$ cat src/rtl/r5ac_pkg.sv
package r5ac_pkg;

    typedef struct packed {
        logic [2:0]         opcode;
        logic [24:0]        logical_sector;
        logic [3:0]         disk_index;
        logic signed [31:0] record_value;
        logic               last_item;
        logic               first_item;
        logic [5:0]         word_index;
        logic [63:0]        word_a;
        logic [63:0]        word_b;
        logic [63:0]        word_c;
    } t_in;

    typedef struct packed {
        logic [1:0]         array_status;
        logic [15:0]        good_mask;
        logic signed [31:0] generation;
        logic [3:0]         target_disk;
        logic [20:0]        row;
        logic [3:0]         parity_disk;
        logic [1:0]         access_mode;
        logic               write_parity;
        logic               write_data;
        logic [4:0]         problem_disk;
        logic [24:0]        capacity;
        logic [63:0]        word_out;
    } t_out;

    localparam logic [2:0] OP_RECORD = 3'd0;
    localparam logic [2:0] OP_STOP   = 3'd1;
    localparam logic [2:0] OP_READ   = 3'd2;
    localparam logic [2:0] OP_WRITE  = 3'd3;
    localparam logic [2:0] OP_ERROR  = 3'd4;
    localparam logic [2:0] OP_RESYNC = 3'd5;
    localparam logic [2:0] OP_XACC   = 3'd6;
    localparam logic [2:0] OP_PARITY = 3'd7;

    localparam logic [1:0] ST_STOPPED  = 2'd0;
    localparam logic [1:0] ST_OK       = 2'd1;
    localparam logic [1:0] ST_DEGRADED = 2'd2;
    localparam logic [1:0] ST_FAILED   = 2'd3;

    localparam logic [1:0] AM_DIRECT  = 2'd0;
    localparam logic [1:0] AM_RECON   = 2'd1;
    localparam logic [1:0] AM_REFUSED = 2'd2;

    localparam logic [0:0] CFG_DISKS   = 1'd0;
    localparam logic [0:0] CFG_SECTORS = 1'd1;

    // divider request / answer
    typedef struct packed {
        logic        start;
        logic [24:0] dividend;
        logic [4:0]  divisor;
    } t_div_req;

    typedef struct packed {
        logic        done;
        logic [24:0] quot;
        logic [4:0]  rem;
    } t_div_rsp;

endpackage

$ cat src/rtl/r5ac_div.sv
module r5ac_div (
    input  logic               i_clk,
    input  logic               i_rst_n,
    input  r5ac_pkg::t_div_req i_req,
    output r5ac_pkg::t_div_rsp o_rsp
);
    import r5ac_pkg::*;

    logic [24:0] r_q, n_q;
    logic [5:0]  r_rem, n_rem;
    logic [4:0]  r_den;
    logic [4:0]  r_cnt;
    logic        r_busy;
    logic        r_done;
    logic [5:0]  shifted;

    // restoring division, one quotient bit per cycle
    always_comb begin
        shifted = {r_rem[4:0], r_q[24]};
        n_q     = {r_q[23:0], 1'b0};
        n_rem   = shifted;
        if (shifted >= {1'b0, r_den}) begin
            n_rem   = shifted - {1'b0, r_den};
            n_q[0]  = 1'b1;
        end
    end

    always_ff @(posedge i_clk) begin
        if (!i_rst_n) begin
            r_busy <= 1'b0;
            r_done <= 1'b0;
            r_cnt  <= '0;
        end else begin
            r_done <= 1'b0;
            if (i_req.start) begin
                r_busy <= 1'b1;
                r_cnt  <= 5'd24;
            end else if (r_busy) begin
                r_cnt <= r_cnt - 5'd1;
                if (r_cnt == 5'd0) begin
                    r_busy <= 1'b0;
                    r_done <= 1'b1;
                end
            end
        end
    end

    always_ff @(posedge i_clk) begin
        if (i_req.start) begin
            r_q   <= i_req.dividend;
            r_rem <= '0;
            r_den <= i_req.divisor;
        end else if (r_busy) begin
            r_q   <= n_q;
            r_rem <= n_rem;
        end
    end

    assign o_rsp.done = r_done;
    assign o_rsp.quot = r_q;
    assign o_rsp.rem  = r_rem[4:0];

endmodule

$ cat config.mk
export PLATFORM = sky130hd
export DESIGN_NAME = r5ac_div
export DESIGN_NICKNAME = d
export VERILOG_FILES = /design/src/rtl/r5ac_pkg.sv /design/src/rtl/r5ac_div.sv
export SDC_FILE = /design/constraint.sdc
export NUM_CORES = 1
export LEC_CHECK = 0
export BUFFER_PORTS_ARGS = -buffer_cell sky130_fd_sc_hd__buf_2
export CORE_MARGIN = 8
export CORE_UTILIZATION = 45
export CTS_BUF_LIST = sky130_fd_sc_hd__clkbuf_16
export DETAILED_ROUTE_END_ITERATION = 10
export PLACE_DENSITY = 0.74
export SETUP_SLACK_MARGIN = 0.15
export SLEW_MARGIN = 5
export SYNTH_ARGS = -nofsm -noshare
export SYNTH_HDL_FRONTEND = slang
export SYNTH_SLANG_ARGS = --single-unit
$ cat constraint.sdc
create_clock -name i_clk -period 2.15 [get_ports i_clk]
set_clock_uncertainty 0.05 [all_clocks]
set_input_delay 0.215 -clock i_clk [delete_from_list [all_inputs] [get_ports i_clk]]
set_output_delay 0.215 -clock i_clk [all_outputs]
set_load 0.02 [all_outputs]
==> results.cfg <==
[synthesis]
synth.avg_cell_area_um2 = 13.11
seq_area_frac_synth_pct = 58.80
ys_ff_latch = 42
syn_inst = 148
yosysUniqueCellTypes = 38
synth_warnings = 0
synth_area_mm2 = 0.001941
synthesis.nets = 188

[global_routing]
overflow = 0
track_usage_pct = 14.18
grt_pass1_vias = 1524
grt_pass1_wl_um = 7189
antenna_found_initial = 0
grt_max_degree = 24

[floorplan]
die-width_um = 81.67
dieArea_mm2 = 0.006670
rows = 24
pin_count = 64
die_h_um = 81.67
start_util_pct = 45.51
coreArea_mm2 = 0.004264

[timing]
setup_ws_ns = -0.02301
slew_headroom_pct = 66.07
hold_viol = 0
rsz0062_at_grt = true
slew_viol_final = 0
fmax_ghz = 0.4602
min_period_over_period_pct = 101.1
setup_violations = 3
tightest_slew_ns = 0.5090
fin_crit_ns = 2.173
hold_slack_ns = 0.05688

[worst_setup_path]
max_stage_delay_ns = 0.39
critPathRequiredTime_ns = 2.13
path_cells = inv_1, ha_2, inv_2, fa_2, a211o_1, a21oi_2, o21ai_2, mux2_4
crit_path_end_kind = flip-flop
cp-start-kind = flip-flop
crit_fanout = 3
worst_r2r_endpoint = r_q[0]$_DFFE_PP_
r2r_slack_ns = -0.02
cp_top_family = compound AO/OA/AOI/OAI gates
cp_num_buf_inv = 2
crit_arrival_ns = 2.16
critPathKind = flip-flop to flip-flop
reg2regPathDepth = 8
cp_slowest_cell = edfxtp_1
rr_startpoint = r_q[24]$_DFFE_PP_

[status]
violations = negative setup slack
status = finished with violations

[worst_hold_path]
min_delay_path_depth = 1
hp-class = input pin to flip-flop
min_from = i_req[0]
min_to = r_den[0]$_DFFE_PP_

[layout]
drive_above_1_share_pct = 49.10
final_cells = 274
fin_nets = 261
area_delta_synth_final_pct = 30.95
fin_area_mm2 = 0.002541
n_antenna_cell = 0
utilization_pct = 59.60

[routing]
routedWlPerCell_um = 16.77
drc = 0
viasPerCell = 5.328
drtIter0Drc = 98
routed_wl_um = 4595
vias = 1460
dr.pass1.iters = 4
ant_nets = 0

[placed_design]
gp_congestion = 0.8107
dpl-instance-area_mm2 = 0.002350
dp_hpwl_um = 3151
port_buffers = 63
post-place-cells = 264

[power_and_ir_drop]
p_leak_nw = 1.116
totalPowerFinal_w = 0.002307
ir_worst_vdd_mv = 0.5518
powerDensity_mw_per_mm2 = 907.8

[clock_network]
clock_path_buffers = 2
worstSkewPairLatency_ns = 0.28
cts_tree = built
htreeDepth = 2
numCtsBuffers = 5
hold_buffers = 0
root_buffer = clkbuf_16
cts.sinks = 42
clk_pin_slew_ns = 0.06

[job]
max-cap-violations = 0
-- layer usage --
layer	wire length (um)	part of all wire [%]	global-route usage [%]	up-vias
met2	2077	45	21.16	78
met5	0	0	0	-
met1	1864	41	16.47	674
li1	-	-	-	699
met4	64	1.4	5.088	0
met3	588	13	8.534	9
-- how the worst max path moves through the flow --
stage / slack [ns] / endpoint / from / cells past startpoint
2_1_floorplan: -0.04 / r_q[0]$_DFFE_PP_ / r_q[24]$_DFFE_PP_ / 8
3_3_place_gp: 0.08 / r_rem[2]$_SDFFE_PP0P_ / r_q[24]$_DFFE_PP_ / 8
3_5_place_dp: 0.06 / r_rem[2]$_SDFFE_PP0P_ / r_q[24]$_DFFE_PP_ / 8
4_1_cts: 0.03 / r_q[0]$_DFFE_PP_ / r_q[24]$_DFFE_PP_ / 8
5_1_grt: -0.08 / r_q[0]$_DFFE_PP_ / r_q[24]$_DFFE_PP_ / 8
6_report: -0.02 / r_q[0]$_DFFE_PP_ / r_q[24]$_DFFE_PP_ / 8
-- through the flow --
stage,worst slack [ns],setup TNS [ns]
2_1_floorplan,-0.03788,-0.1012
3_3_place_gp,0.07899,0
3_5_place_dp,0.05761,0
4_1_cts,0.03286,0
5_1_grt,-0.08356,-0.3224
6_report,-0.02301,-0.03821
-- synth_stat cells --
library cell	n	area, um^2
inv_2	1	3.750
o21ai_1	1	5.000
nor2_1	12	45.04
o311ai_1	1	8.760
dfxtp_1	12	240.2
nand3_1	3	15.01
a2111o_1	1	11.26
o21ai_0	2	10.01
mux2i_1	1	10.01
a21boi_1	1	7.510
a311oi_1	2	17.52
nor3_1	2	10.01
edfxtp_1	30	900.9
a211o_1	1	8.760
nor2b_1	1	6.260
fa_1	1	20.02
and3b_1	1	8.760
a21o_1	2	15.01
nand2_1	4	15.01
o211ai_1	2	15.01
clkbuf_1	1	3.750
mux2_2	25	281.5
xor2_1	3	26.28
buf_4	1	7.510
a21boi_0	1	7.510
nor4_1	1	6.260
nand4_1	4	25.02
a32o_1	1	10.01
nand3b_1	1	7.510
inv_1	11	41.29
xnor2_1	2	17.52
a211oi_1	1	7.510
o21a_1	1	7.510
o311a_1	1	10.01
a21oi_1	3	15.01
ha_1	6	75.07
or3_1	1	6.260
buf_1	3	11.26
-- logic make-up (layout without fill, tap and decap cells) --
kind of cell             count (synthesis)  in the layout  synth area share [%]
AO/OA/AOI/OAI                           21             21                 8.059
XOR/XNOR                                 5              5                 2.257
adder cells (fa/ha/maj)                  7              7                 4.900
buffers and inverters                   17             91                 3.481
flip-flops                              42             42                 58.80
multiplexers                            26             26                 15.02
AND/OR/NAND/NOR                         30             30                 7.479
-- sequential cells by signal (all words and copies together), names as in the netlist --
name    cells
r_q        25
r_cnt       5
r_den       5
r_rem       5
r_busy      1
r_done      1
-- area by class of cell --
cell class / instances / area [um^2]
fillers: 352 / 1723
clock buffers: 5 / 125.1
clock inverters: 3 / 37.54
well taps: 52 / 65.06
repair buffers: 71 / 375.4
multi-input cells: 89 / 752.0
inverters: 12 / 45.04
flip-flops and latches: 42 / 1141
-- what timing repair did --
| item | CTS | global route |
|---|---|---|
| resized for setup | 2 | 3 |
| buffers inserted | 1 | 1 |
| pin swaps | 4 | 3 |
| gates cloned | 0 | 0 |
| setup endpoints to repair | 5 | 6 |
-- placed cells by master, fill, tap and decap left out, types with 2 or more instances in the layout --
master      n
edfxtp_1   30
a311oi_1    2
nor2_1     12
buf_2      63
nand2_1     4
xnor2_1     2
nand4_1     4
nand3_1     3
buf_4       8
clkbuf_16   5
inv_2       2
ha_1        5
inv_1      11
nor3_1      2
xor2_1      3
mux2_2     24
a21oi_2     2
a21o_1      2
o21ai_0     2
dfxtp_1    12
o211ai_1    2
-- power by group --
part	switching [W]	total [W]	internal, W
sequential	0.0000507	0.00101	0.000962
combinational	0.000260	0.000461	0.000201
clock	0.000294	0.000834	0.000539
total	0.000605	0.00231	0.00170
Power figures use the tool's default switching activity.
